$ cat config.mk
export PLATFORM = sky130hd
export DESIGN_NAME = page_replacement_tracker_top
export DESIGN_NICKNAME = d
export VERILOG_FILES = /design/src/rtl/prt_pkg.sv /design/src/rtl/prt_cmp_unit.sv /design/src/rtl/prt_slot_store.sv /design/src/rtl/page_replacement_tracker_top.sv
export SDC_FILE = /design/constraint.sdc
export NUM_CORES = 1
export LEC_CHECK = 0
export ABC_AREA = 1
export BUFFER_PORTS_ARGS = -buffer_cell sky130_fd_sc_hd__buf_2
export CAP_MARGIN = 20
export CORE_MARGIN = 2
export CORE_UTILIZATION = 35
export DETAILED_ROUTE_END_ITERATION = 16
export HOLD_SLACK_MARGIN = 0.1
export PLACE_DENSITY_LB_ADDON = 0.12
export SKIP_LAST_GASP = 1
export SLEW_MARGIN = 20
export SYNTH_ARGS = -nofsm -noshare
export SYNTH_HDL_FRONTEND = slang
export SYNTH_SLANG_ARGS = --single-unit
export TNS_END_PERCENT = 10
$ cat constraint.sdc
create_clock -name clk -period 6 [get_ports clk]
set_input_delay 0.9 -clock clk [delete_from_list [all_inputs] [get_ports clk]]
set_output_delay 0.9 -clock clk [all_outputs]
set_load 0.01 [all_outputs]
$ cat src/rtl/prt_pkg.sv
// ----------------------------------------------------------------------------
// prt_pkg
// Shared sizes, codes and types of the page replacement tracker.
// ----------------------------------------------------------------------------
package prt_pkg;

  // sizes
  localparam int SLOTS   = 16;
  localparam int IDX_W   = $clog2(SLOTS);
  localparam int PAGE_W  = 20;
  localparam int SPACE_W = 8;
  localparam int STAMP_W = 32;
  localparam int SLOT_W  = 4;
  localparam int CMD_W   = 2;
  localparam int STAT_W  = 3;

  // command codes
  localparam logic [CMD_W-1:0] CMD_INSERT = 2'd0;
  localparam logic [CMD_W-1:0] CMD_TOUCH  = 2'd1;
  localparam logic [CMD_W-1:0] CMD_REMOVE = 2'd2;

  // result status codes
  typedef enum logic [STAT_W-1:0] {
    ST_INS_FREE  = 3'd0,
    ST_INS_EVICT = 3'd1,
    ST_TOUCHED   = 3'd2,
    ST_REMOVED   = 3'd3,
    ST_NO_MATCH  = 3'd4
  } status_t;

  // operating mode of the shared compare unit
  typedef enum logic [1:0] {
    CMP_MATCH = 2'd0,
    CMP_LIFO  = 2'd1,
    CMP_FIFO  = 2'd2
  } cmp_mode_t;

  // one update of the slot store
  typedef struct packed {
    logic               ins;      // fill slot: used, accessed clear, new stamp
    logic               restamp;  // second chance: accessed clear, new stamp
    logic               touch;    // set accessed
    logic               drop;     // free slot
    logic [IDX_W-1:0]   idx;
    logic [STAMP_W-1:0] stamp;
  } store_op_t;

endpackage

$ cat src/rtl/prt_cmp_unit.sv
// ----------------------------------------------------------------------------
// prt_cmp_unit
// Shared compare unit: page match, or stamp order against the best so far.
// ----------------------------------------------------------------------------
module prt_cmp_unit (
  input  prt_pkg::cmp_mode_t            mode,
  input  logic                          entry_used,
  input  logic [prt_pkg::STAMP_W-1:0]   entry_stamp,
  input  logic [prt_pkg::STAMP_W-1:0]   best_stamp,
  input  logic                          found,
  input  logic [prt_pkg::PAGE_W-1:0]    entry_page,
  input  logic [prt_pkg::SPACE_W-1:0]   entry_space,
  input  logic [prt_pkg::PAGE_W-1:0]    key_page,
  input  logic [prt_pkg::SPACE_W-1:0]   key_space,
  output logic                          take
);
  import prt_pkg::*;

  logic better;

  // pick the ordering: LIFO wants strictly larger, FIFO smaller or equal
  always_comb begin
    case (mode)
      CMP_LIFO: better = !found || (entry_stamp > best_stamp);
      CMP_FIFO: better = !found || (entry_stamp <= best_stamp);
      CMP_MATCH: better = (entry_page == key_page) && (entry_space == key_space);
      default: better = 1'b0;
    endcase
  end

  assign take = entry_used && better;

endmodule

$ cat src/rtl/prt_slot_store.sv
// ----------------------------------------------------------------------------
// prt_slot_store
// Slot table: used and accessed flags, page, space id and stamp per slot.
// ----------------------------------------------------------------------------
module prt_slot_store (
  input  logic                          clk,
  input  logic                          rst_n,
  input  prt_pkg::store_op_t            op,
  input  logic [prt_pkg::PAGE_W-1:0]    wr_page,
  input  logic [prt_pkg::SPACE_W-1:0]   wr_space,
  input  logic [prt_pkg::IDX_W-1:0]     rd_idx,
  output logic [prt_pkg::PAGE_W-1:0]    rd_page,
  output logic [prt_pkg::SPACE_W-1:0]   rd_space,
  output logic [prt_pkg::STAMP_W-1:0]   rd_stamp,
  output logic [prt_pkg::SLOTS-1:0]     used,
  output logic [prt_pkg::SLOTS-1:0]     accessed
);
  import prt_pkg::*;

  logic [PAGE_W-1:0]  slot_page_r  [SLOTS];
  logic [SPACE_W-1:0] slot_space_r [SLOTS];
  logic [STAMP_W-1:0] slot_stamp_r [SLOTS];
  logic [SLOTS-1:0]   used_r;
  logic [SLOTS-1:0]   accessed_r;
  logic [PAGE_W-1:0]  rd_page_r;
  logic [SPACE_W-1:0] rd_space_r;
  logic [STAMP_W-1:0] rd_stamp_r;

  // write payload of a filled or restamped slot, register the read word
  always_ff @(posedge clk) begin
    if (op.ins) begin
      slot_page_r[op.idx]  <= wr_page;
      slot_space_r[op.idx] <= wr_space;
    end
    if (op.ins || op.restamp) begin
      slot_stamp_r[op.idx] <= op.stamp;
    end
    rd_page_r  <= slot_page_r[rd_idx];
    rd_space_r <= slot_space_r[rd_idx];
    // pass a stamp written at the same edge straight to the read word
    if ((op.ins || op.restamp) && (op.idx == rd_idx)) begin
      rd_stamp_r <= op.stamp;
    end else begin
      rd_stamp_r <= slot_stamp_r[rd_idx];
    end
  end

  // update flags
  always_ff @(posedge clk) begin
    if (!rst_n) begin
      used_r     <= '0;
      accessed_r <= '0;
    end else begin
      if (op.ins) begin
        used_r[op.idx]     <= 1'b1;
        accessed_r[op.idx] <= 1'b0;
      end
      if (op.restamp) begin
        accessed_r[op.idx] <= 1'b0;
      end
      if (op.touch) begin
        accessed_r[op.idx] <= 1'b1;
      end
      if (op.drop) begin
        used_r[op.idx]     <= 1'b0;
        accessed_r[op.idx] <= 1'b0;
      end
    end
  end

  // single registered read port, addressed the cycle before its word is read
  assign rd_page  = rd_page_r;
  assign rd_space = rd_space_r;
  assign rd_stamp = rd_stamp_r;
  assign used     = used_r;
  assign accessed = accessed_r;

endmodule

$ cat src/rtl/page_replacement_tracker_top.sv
// ----------------------------------------------------------------------------
// page_replacement_tracker_top
// Resident page tracker with LIFO or second-chance FIFO victim choice.
// ----------------------------------------------------------------------------
//  channel | direction | handshake            | words
//  in_     | input     | in_valid / in_stall  | command, page number, space id
//  out_    | output    | out_valid / out_stall| status, slot, evicted page/space
//  cfg_    | input     | cfg_valid / cfg_ready| policy bit (cfg_data)
//
//  Insert into a free slot and an unknown command go straight to the result;
//  touch and remove scan every slot; a LIFO eviction scans once, then evicts;
//  a FIFO eviction scans again after each second chance given, at most SLOTS.
//  Each round scans one slot per cycle through the single store read port and
//  the shared compare unit. Input stalls from accept until the result is
//  staged. Reset clears all slots and the stamp counter and sets policy FIFO.
//  A waiting result holds the sequencer only if the output is still stalled.
// ----------------------------------------------------------------------------
module page_replacement_tracker_top (
  input  logic                          clk,
  input  logic                          rst_n,
  input  logic                          in_valid,
  output logic                          in_stall,
  input  logic [prt_pkg::CMD_W-1:0]     in_command,
  input  logic [prt_pkg::PAGE_W-1:0]    in_page_number,
  input  logic [prt_pkg::SPACE_W-1:0]   in_space_id,
  output logic                          out_valid,
  input  logic                          out_stall,
  output logic [prt_pkg::STAT_W-1:0]    out_status,
  output logic [prt_pkg::SLOT_W-1:0]    out_slot,
  output logic [prt_pkg::PAGE_W-1:0]    out_evicted_page,
  output logic [prt_pkg::SPACE_W-1:0]   out_evicted_space,
  input  logic                          cfg_valid,
  output logic                          cfg_ready,
  input  logic [0:0]                    cfg_data
);
  import prt_pkg::*;

  typedef enum logic [2:0] {
    S_IDLE, S_DECODE, S_SCAN, S_CHECK, S_EVICT, S_RESP
  } state_t;

  localparam logic [IDX_W-1:0] LAST_IDX = IDX_W'(SLOTS - 1);

  state_t             state_r, state_nxt;
  logic [CMD_W-1:0]   cmd_r, cmd_nxt;
  logic [PAGE_W-1:0]  page_r, page_nxt;
  logic [SPACE_W-1:0] space_r, space_nxt;
  logic               policy_r, policy_nxt;
  logic [STAMP_W-1:0] stamp_cnt_r, stamp_cnt_nxt;
  logic [IDX_W-1:0]   scan_idx_r, scan_idx_nxt;
  logic [IDX_W-1:0]   best_idx_r, best_idx_nxt;
  logic [STAMP_W-1:0] best_stamp_r, best_stamp_nxt;
  logic               found_r, found_nxt;
  cmp_mode_t          mode_r, mode_nxt;
  status_t            res_status_r, res_status_nxt;
  logic [IDX_W-1:0]   res_slot_r, res_slot_nxt;
  logic [PAGE_W-1:0]  res_page_r, res_page_nxt;
  logic [SPACE_W-1:0] res_space_r, res_space_nxt;
  logic               out_valid_r, out_valid_nxt;
  status_t            out_status_r, out_status_nxt;
  logic [SLOT_W-1:0]  out_slot_r, out_slot_nxt;
  logic [PAGE_W-1:0]  out_page_r, out_page_nxt;
  logic [SPACE_W-1:0] out_space_r, out_space_nxt;

  store_op_t          op;
  logic [IDX_W-1:0]   rd_idx;
  logic [PAGE_W-1:0]  rd_page;
  logic [SPACE_W-1:0] rd_space;
  logic [STAMP_W-1:0] rd_stamp;
  logic [SLOTS-1:0]   used;
  logic [SLOTS-1:0]   accessed;
  logic               take;
  logic [IDX_W-1:0]   free_idx;
  logic [STAMP_W-1:0] stamp_inc;

  // lowest free slot
  always_comb begin
    free_idx = '0;
    for (int i = SLOTS - 1; i >= 0; i--) begin
      if (!used[i]) begin
        free_idx = IDX_W'(i);
      end
    end
  end

  assign stamp_inc = stamp_cnt_r + STAMP_W'(1);
  // address the store with the next index so the registered read word lines up with the slot in use
  assign rd_idx    = (state_nxt == S_EVICT) ? best_idx_nxt : scan_idx_nxt;

  prt_slot_store u_store (
    .clk      (clk),
    .rst_n    (rst_n),
    .op       (op),
    .wr_page  (page_r),
    .wr_space (space_r),
    .rd_idx   (rd_idx),
    .rd_page  (rd_page),
    .rd_space (rd_space),
    .rd_stamp (rd_stamp),
    .used     (used),
    .accessed (accessed)
  );

  prt_cmp_unit u_cmp (
    .mode        (mode_r),
    .entry_used  (used[scan_idx_r]),
    .entry_stamp (rd_stamp),
    .best_stamp  (best_stamp_r),
    .found       (found_r),
    .entry_page  (rd_page),
    .entry_space (rd_space),
    .key_page    (page_r),
    .key_space   (space_r),
    .take        (take)
  );

  // sequencer
  always_comb begin
    state_nxt      = state_r;
    cmd_nxt        = cmd_r;
    page_nxt       = page_r;
    space_nxt      = space_r;
    policy_nxt     = cfg_valid ? cfg_data[0] : policy_r;
    stamp_cnt_nxt  = stamp_cnt_r;
    scan_idx_nxt   = scan_idx_r;
    best_idx_nxt   = best_idx_r;
    best_stamp_nxt = best_stamp_r;
    found_nxt      = found_r;
    mode_nxt       = mode_r;
    res_status_nxt = res_status_r;
    res_slot_nxt   = res_slot_r;
    res_page_nxt   = res_page_r;
    res_space_nxt  = res_space_r;
    out_valid_nxt  = out_valid_r && out_stall;
    out_status_nxt = out_status_r;
    out_slot_nxt   = out_slot_r;
    out_page_nxt   = out_page_r;
    out_space_nxt  = out_space_r;
    op             = '0;

    case (state_r)
      // take a new word
      S_IDLE: begin
        if (in_valid) begin
          cmd_nxt   = in_command;
          page_nxt  = in_page_number;
          space_nxt = in_space_id;
          state_nxt = S_DECODE;
        end
      end

      // dispatch the command
      S_DECODE: begin
        res_page_nxt  = '0;
        res_space_nxt = '0;
        scan_idx_nxt  = '0;
        found_nxt     = 1'b0;
        case (cmd_r)
          CMD_INSERT: begin
            if (!(&used)) begin
              op.ins         = 1'b1;
              op.idx         = free_idx;
              op.stamp       = stamp_inc;
              stamp_cnt_nxt  = stamp_inc;
              res_status_nxt = ST_INS_FREE;
              res_slot_nxt   = free_idx;
              state_nxt      = S_RESP;
            end else begin
              mode_nxt  = policy_r ? CMP_FIFO : CMP_LIFO;
              state_nxt = S_SCAN;
            end
          end
          CMD_TOUCH, CMD_REMOVE: begin
            mode_nxt  = CMP_MATCH;
            state_nxt = S_SCAN;
          end
          default: begin
            res_status_nxt = ST_NO_MATCH;
            res_slot_nxt   = '0;
            state_nxt      = S_RESP;
          end
        endcase
      end

      // visit one slot per cycle
      S_SCAN: begin
        if (take) begin
          if (mode_r == CMP_MATCH) begin
            if (!found_r) begin
              best_idx_nxt = scan_idx_r;
            end
            op.touch = (cmd_r == CMD_TOUCH);
            op.drop  = (cmd_r == CMD_REMOVE);
            op.idx   = scan_idx_r;
          end else begin
            best_idx_nxt   = scan_idx_r;
            best_stamp_nxt = rd_stamp;
          end
          found_nxt = 1'b1;
        end
        if (scan_idx_r == LAST_IDX) begin
          if (mode_r == CMP_MATCH) begin
            if (found_nxt) begin
              res_status_nxt = (cmd_r == CMD_TOUCH) ? ST_TOUCHED : ST_REMOVED;
              res_slot_nxt   = best_idx_nxt;
            end else begin
              res_status_nxt = ST_NO_MATCH;
              res_slot_nxt   = '0;
            end
            state_nxt = S_RESP;
          end else begin
            state_nxt = S_CHECK;
          end
        end else begin
          scan_idx_nxt = scan_idx_r + IDX_W'(1);
        end
      end

      // give a second chance or settle the victim
      S_CHECK: begin
        if (mode_r == CMP_FIFO && accessed[best_idx_r]) begin
          op.restamp    = 1'b1;
          op.idx        = best_idx_r;
          op.stamp      = stamp_inc;
          stamp_cnt_nxt = stamp_inc;
          scan_idx_nxt  = '0;
          found_nxt     = 1'b0;
          state_nxt     = S_SCAN;
        end else begin
          state_nxt = S_EVICT;
        end
      end

      // report the victim and reuse its slot
      S_EVICT: begin
        res_page_nxt   = rd_page;
        res_space_nxt  = rd_space;
        op.ins         = 1'b1;
        op.idx         = best_idx_r;
        op.stamp       = stamp_inc;
        stamp_cnt_nxt  = stamp_inc;
        res_status_nxt = ST_INS_EVICT;
        res_slot_nxt   = best_idx_r;
        state_nxt      = S_RESP;
      end

      // move the result into the output register once it is free
      S_RESP: begin
        if (!out_valid_r || !out_stall) begin
          out_valid_nxt  = 1'b1;
          out_status_nxt = res_status_r;
          out_slot_nxt   = SLOT_W'(res_slot_r);
          out_page_nxt   = res_page_r;
          out_space_nxt  = res_space_r;
          state_nxt      = S_IDLE;
        end
      end

      default: begin
        state_nxt = S_IDLE;
      end
    endcase
  end

  // hold state and registered outputs
  always_ff @(posedge clk) begin
    if (!rst_n) begin
      state_r     <= S_IDLE;
      policy_r    <= 1'b1;
      stamp_cnt_r <= '0;
      out_valid_r <= 1'b0;
    end else begin
      state_r     <= state_nxt;
      policy_r    <= policy_nxt;
      stamp_cnt_r <= stamp_cnt_nxt;
      out_valid_r <= out_valid_nxt;
    end
    cmd_r        <= cmd_nxt;
    page_r       <= page_nxt;
    space_r      <= space_nxt;
    scan_idx_r   <= scan_idx_nxt;
    best_idx_r   <= best_idx_nxt;
    best_stamp_r <= best_stamp_nxt;
    found_r      <= found_nxt;
    mode_r       <= mode_nxt;
    res_status_r <= res_status_nxt;
    res_slot_r   <= res_slot_nxt;
    res_page_r   <= res_page_nxt;
    res_space_r  <= res_space_nxt;
    out_status_r <= out_status_nxt;
    out_slot_r   <= out_slot_nxt;
    out_page_r   <= out_page_nxt;
    out_space_r  <= out_space_nxt;
  end

  assign in_stall          = (state_r != S_IDLE);
  assign cfg_ready         = 1'b1;
  assign out_valid         = out_valid_r;
  assign out_status        = out_status_r;
  assign out_slot          = out_slot_r;
  assign out_evicted_page  = out_page_r;
  assign out_evicted_space = out_space_r;

  // busy right after an accepted word
  a_busy_after_accept: assert property (@(posedge clk) disable iff (!rst_n)
    in_valid && !in_stall |=> in_stall)
    else $error("input not stalled after accept");

  // eviction only happens with every slot in use
  a_evict_full: assert property (@(posedge clk) disable iff (!rst_n)
    state_r == S_EVICT |-> (&used))
    else $error("eviction with a free slot");

  // a free insert reports no victim
  a_free_no_victim: assert property (@(posedge clk) disable iff (!rst_n)
    out_valid && out_status == ST_INS_FREE |-> out_evicted_page == '0 &&
      out_evicted_space == '0)
    else $error("free insert reports a victim");

  // stamp counter moves only by one
  a_stamp_step: assert property (@(posedge clk) disable iff (!rst_n)
    $past(rst_n) && stamp_cnt_r != $past(stamp_cnt_r) |->
      stamp_cnt_r == STAMP_W'($past(stamp_cnt_r) + STAMP_W'(1)))
    else $error("stamp counter jumped");

endmodule
==> results of run 1 <==
[cells in the mapped netlist, types with 3 or more instances]
| master | n |
|---|---|
| o21ai_0 | 231 |
| nand3b_1 | 28 |
| nor2_2 | 9 |
| nor2_4 | 5 |
| ha_1 | 41 |
| o211ai_1 | 192 |
| buf_6 | 4 |
| xnor2_1 | 16 |
| a21oi_1 | 223 |
| mux2i_1 | 128 |
| nand2_2 | 4 |
| nand4_1 | 14 |
| inv_1 | 444 |
| inv_2 | 19 |
| a31oi_1 | 3 |
| buf_4 | 14 |
| clkinv_1 | 3 |
| nor4_1 | 4 |
| o22ai_1 | 3 |
| nand2_1 | 825 |
| nor3_1 | 13 |
| buf_1 | 21 |
| nor2_1 | 132 |
| xor2_1 | 24 |
| o21ai_1 | 11 |
| nand2_4 | 3 |
| dfxtp_1 | 109 |
| edfxtp_1 | 1095 |
| nand3_1 | 348 |
| clkbuf_1 | 95 |
| buf_2 | 87 |
| o21ai_2 | 3 |
[per-stage QoR]
step	total power, mW	utilization, %
floorplan	13.9	-
detailed placement	15.8	37.6
finish	23.4	40.5
global placement	15.8	37.6
global route	24.6	40.5
CTS	23.7	40.5
[report_power, final]
part | switching, mW | leakage (nW) | total, mW | internal, mW
sequential | 0.415 | 10.5 | 10.1 | 9.73
clock | 3.32 | 2.02 | 7.87 | 4.55
combinational | 3.67 | 8.25 | 5.37 | 1.70
total | 7.41 | 20.7 | 23.4 | 16.0
[worst paths after layout]
path | endpoint | depth (start not counted)
max | u_store.slot_stamp_r[12][3] | 25
max reg2reg | u_store.slot_stamp_r[12][3] | 25
min reg2reg | out_status[1] | 0
min | page_r[19] | 1
[registers in the layout, indices dropped and copies added (netlist names), 4 cells and up, named ones only]
| register | cells |
|---|---|
| scan_idx_r | 4 |
| u_store.slot_page_r | 320 |
| out_evicted_page | 20 |
| u_store.slot_stamp_r | 512 |
| res_page_r | 20 |
| u_store.used | 16 |
| u_store.slot_space_r | 128 |
| u_store.accessed | 16 |
| u_store.rd_page | 20 |
| space_r | 8 |
| best_stamp_r | 32 |
| page_r | 20 |
| out_slot | 4 |
| stamp_cnt_r | 32 |
| u_store.rd_space | 8 |
| out_evicted_space | 8 |
| best_idx_r | 4 |
| res_slot_r | 4 |
| res_space_r | 8 |
[worst reg2reg max path, delay by kind of cell, from the launching register on]
kind / cells / cell delay [ns]
flops: 1 / 0.72
fa+ha+maj: 1 / 0.31
buf+inv: 4 / 1.18
compound gates: 4 / 0.58
simple gates: 16 / 2.32
[cell families (layout without fill, tap and decap cells)]
group | after synthesis | in the layout | share of synthesized area [%]
buffers and inverters | 687 | 906 | 5.55
AND/OR/NAND/NOR | 1394 | 1394 | 12.0
AO/OA/AOI/OAI | 677 | 677 | 7.88
other | 1 | 1 | 0.00752
flip-flops | 1204 | 1204 | 70.3
multiplexers | 128 | 128 | 2.57
adder cells (fa/ha/maj) | 41 | 41 | 1.03
XOR/XNOR | 40 | 40 | 0.702
[layout make-up]
| type | count | area share [%] |
|---|---|---|
| Clock buffer | 181 | 6.48 |
| Clock inverter | 61 | 0.745 |
| Inverter | 466 | 3.06 |
| Multi-Input combinational cell | 2281 | 21.2 |
| Sequential cell | 1204 | 61.1 |
| Tap cell | 1890 | 4.12 |
| Timing Repair Buffer | 198 | 3.28 |
[routing by layer]
metal  routed length [µm]  GRT usage (%)
met1                61900           25.4
met2                67100           31.9
met3                 5720           2.78
met4                 3110           5.19
met5                   13              0
==> flow_summary.ini, run 1 <==
[outcome]
status = finished, final reports clean

[placement]
detailed_place_hpwl_um = 78900
port_buffers = 72
place_area_um2 = 53200
pre_cts_slack_ns = 0.608
post-place-cells = 6038
gp_congestion = 0.807

[global_route]
gr-total-overflow = 0
grt_max_degree = 165
grt_pass1_vias = 30400
antenna_found_initial = 1
track_usage_pct = 18.9
grt_pass1_wl_um = 205000

[setup_path]
cp_max_fo = 68
setup.worst_path.class = reg -> reg
slowest_delay_ns = 0.72
path_buf_inv = 4
cp.arrival_ns = 5.88
crit_path_start_kind = flop
cp.required_ns = 6.45
cpMostUsedCell = nand2_1
regToRegSetupSlack_ns = 0.56
critical_path.slowest_cell = dfxtp_4
path_delay_family = simple AND/OR/NAND/NOR gates
cp-end-kind = flop

[synth]
yosysWarnings = 0
synth_cell_types = 50
ys_ff_latch = 1204
seq_area_frac_synth_pct = 70.3
yosysTopAreaCellShare_pct = 65.9
synth_area_um2 = 49900
synth.area.top_cells = edfxtp_1 (66%), nand2_1 (6.2%), dfxtp_1 (4.4%)
avgSynthCellArea_um2 = 12.0
synth_top_area_cell = edfxtp_1
synth_async_sr_flop_share_pct = 0
syn_inst = 4172
syn-num-nets = 4249
synth_flop_cell = edfxtp_1
synth_edf_count = 1095

[timing]
tightestPinTransition_ns = 1.04
whs_ns = 0.322
min_period_over_period_pct = 90.6
fin_tns_setup_ns = 0
finalSetupViolations = 0
fin_skew_ns = 0.0231
drv_slew = 0
fmax_mhz = 184
finalWorstSetupSlack_ns = 0.562
period_needed_ns = 5.44
hold_viol_final = 0
rsz0062_at_grt = no
maxSlewHeadroom_pct = 30.5

[die]
die_w_um = 382
io_pins = 74
core_um2 = 142000
num_rows = 138
die_h_um = 382
dieArea_um2 = 146000
start_util_pct = 35.2

[min_path]
hp-class = in -> reg
hold_start = in_page_number[19]

[drt]
drt_first_pass_iters = 6
detail-route-antenna-nets = 0
vias = 30900
wl_per_cell_um = 22.0
drc = 0
drt-total-wl_um = 138000
vias_per_cell = 4.92
drtIter0Drc = 2429

[clock_network]
cts_resized = 0
cts_setup_buffers = 0
cts_max_level = 4
cts.sinks = 1204
clock_latency_ns = 0.75
clockBufferDepth = 3
path_clk_slew_ns = 0.06
hold_buffers = 0
cts_tree = done
cts_root_buf = clkbuf_16
cts_made_buffers = 136

[power]
irDropWorstVdd_mv = 0.301
leakage_nw = 20.7
power_density_nw_per_um2 = 407

[final_layout]
mostFrequentLayoutCell = edfxtp_1
multi_input_area_um2 = 12200
final_cell_mix = edfxtp_1 (1095), nand2_1 (823), inv_1 (413)
syn2layout_area_growth_pct = 15.1
final_area_um2 = 57400
drive_gt1_share_pct = 11.1
fin_nets = 4364
ff_latch_area_um2 = 35100
nFillCells = 13500
layout.cells.non_filler = 6281
num_antenna_cells = 0

[job]
cap_violations = 0
Note: power is estimated with default switching activity, not from simulation.
==> run 2: changes to the inputs <==
--- a/config.mk
+++ b/config.mk
@@ -9,4 +9,6 @@
 export BUFFER_PORTS_ARGS = -buffer_cell sky130_fd_sc_hd__buf_2
 export CAP_MARGIN = 20
+export CELL_PAD_IN_SITES_DETAIL_PLACEMENT = 2
+export CELL_PAD_IN_SITES_GLOBAL_PLACEMENT = 2
 export CORE_MARGIN = 2
 export CORE_UTILIZATION = 35
@@ -15,5 +17,4 @@
 export PLACE_DENSITY_LB_ADDON = 0.12
 export SKIP_LAST_GASP = 1
-export SLEW_MARGIN = 20
 export SYNTH_ARGS = -nofsm -noshare
 export SYNTH_HDL_FRONTEND = slang
==> constraint.sdc (replaced) <==
create_clock -name clk -period 6 [get_ports clk]
set_input_delay 0.9 -clock clk [delete_from_list [all_inputs] [get_ports clk]]
set_output_delay 0.9 -clock clk [all_outputs]
set_load 0.02 [all_outputs]
==> run 2 against run 1 <==
Critical path depth rose by 1. Clock-buffer cell count is 6 higher. Combinational power rose by 6.1%. Flip-flop and latch count unchanged. Highest routed layer is now met4. Clock power grew 5.3%. First-iteration DRC count is 17% lower. Via count rose by 5.6%. Maximum frequency is 0.97% higher. Global-route usage rose by 3.1 points.
==> flow_summary.ini, run 2 (same netlist as run 1, synthesis figures left out) <==
[global_route]
gr-total-overflow = 0
grt_max_degree = 198
antenna_found_initial = 1
grt_pass1_wl_um = 238000
track_usage_pct = 22.0
grt_pass1_vias = 35400

[clock_network]
cts_setup_buffers = 0
cts_root_buf = clkbuf_16
cts_resized = 0
cts_tree = done
path_clk_slew_ns = 0.06
cts_max_level = 4
cts_made_buffers = 139
clockBufferDepth = 3
cts.sinks = 1204
clock_latency_ns = 0.76
hold_buffers = 0

[drt]
drc = 0
vias = 32700
drt_first_pass_iters = 5
detail-route-antenna-nets = 0
drt-total-wl_um = 160000
drtIter0Drc = 2008
vias_per_cell = 5.18
wl_per_cell_um = 25.3

[final_layout]
largest_reg_flops = 512
final_cell_mix = edfxtp_1 (1095), nand2_1 (823), inv_1 (412)
mostFrequentLayoutCell = edfxtp_1
drive_gt1_share_pct = 11.9
syn2layout_area_growth_pct = 16.0
fin_nets = 4382
utilization_pct = 40.9
top_register = u_store.slot_stamp_r
top_regs = u_store.slot_stamp_r (512), u_store.slot_page_r (320), u_store.slot_space_r (128)

[setup_path]
critical_path.slowest_cell = dfxtp_4
crit_path_start_kind = flop
cp.required_ns = 6.46
setup.worst_path.class = reg -> reg
rr_worst_depth = 26
cpMostUsedCell = nand2_1
cp_max_fo = 40
cp.arrival_ns = 5.84
slowest_delay_ns = 0.67
cp-end-kind = flop

[power]
power_mw = 24.2
leakage_nw = 21.0
irDropWorstVdd_mv = 0.421
power_density_nw_per_um2 = 418

[placement]
port_buffers = 72
gp_congestion = 0.788
pre_cts_slack_ns = 0.573
detailed_place_hpwl_um = 96900

[timing]
tightestPinTransition_ns = 1.10
drv_slew = 0
fin_tns_setup_ns = 0
maxSlewHeadroom_pct = 26.9
rsz0062_at_grt = no
hold_viol_final = 0
min_period_over_period_pct = 89.8
finalSetupViolations = 0
finalWorstSetupSlack_ns = 0.614
fmax_mhz = 186
period_needed_ns = 5.39
fin_skew_ns = 0.0263
whs_ns = 0.312

[outcome]
status = finished, final reports clean

[min_path]
hp-class = in -> reg
whs_path_depth = 1

[job]
cap_violations = 0

[die]
die_h_um = 382
dieArea_um2 = 146000
io_pins = 74
die_w_um = 382
num_rows = 138
start_util_pct = 35.2
core_um2 = 142000
-- run 2: through the flow --
step | instances | cell area [µm²]
4_1_cts | 6299 | 57800
3_3_place_gp | 6040 | 53300
2_1_floorplan | 4172 | 49900
5_1_grt | 6309 | 57900
3_5_place_dp | 6044 | 53400
6_report | 6310 | 57900
-- run 2: power breakdown --
| part | total (mW) | switching (mW) | leakage, nW | internal [mW] |
|---|---|---|---|---|
| Clock | 8.29 | 3.49 | 2.17 | 4.80 |
| Sequential | 10.2 | 0.472 | 10.5 | 9.73 |
| Combinational | 5.70 | 3.94 | 8.35 | 1.75 |
-- run 2: worst paths after layout --
kind                            from                           to  slack (ns)
setup / recovery                flop  u_store.slot_stamp_r[11][0]        0.61
hold / removal    in_page_number[19]                   page_r[19]        0.31
setup reg to reg                flop  u_store.slot_stamp_r[11][0]        0.61
hold reg to reg        res_page_r[4]          out_evicted_page[4]        0.42
-- run 2: final cells by class --
| cell class | instances | area, µm² |
|---|---|---|
| fill | 14400 | 83700 |
| sequential | 1204 | 35100 |
| multi-input combinational | 2281 | 12200 |
| clock buffer | 187 | 3870 |
| tap | 1890 | 2360 |
| timing repair buffer | 213 | 2080 |
| inverter | 466 | 1760 |
| clock inverter | 68 | 539 |
| antenna | 1 | 2.50 |
-- run 2: layer usage --
layer | track usage [%] | vias up | share of wire [%]
li1 | - | 14900 | -
met1 | 28.4 | 17000 | 44
met2 | 38.3 | 546 | 50
met3 | 3.13 | 212 | 3.5
met4 | 6.37 | 0 | 2.6
met5 | 0 | - | 0
-- run 2: worst max-delay path: cells and delay by family, from the launching register on --
family / cells / cell delay [ns]
simple gates: 18 / 2.18
buf+inv: 5 / 1.27
flops: 1 / 0.67
compound gates: 2 / 0.61
fa+ha+maj: 1 / 0.25
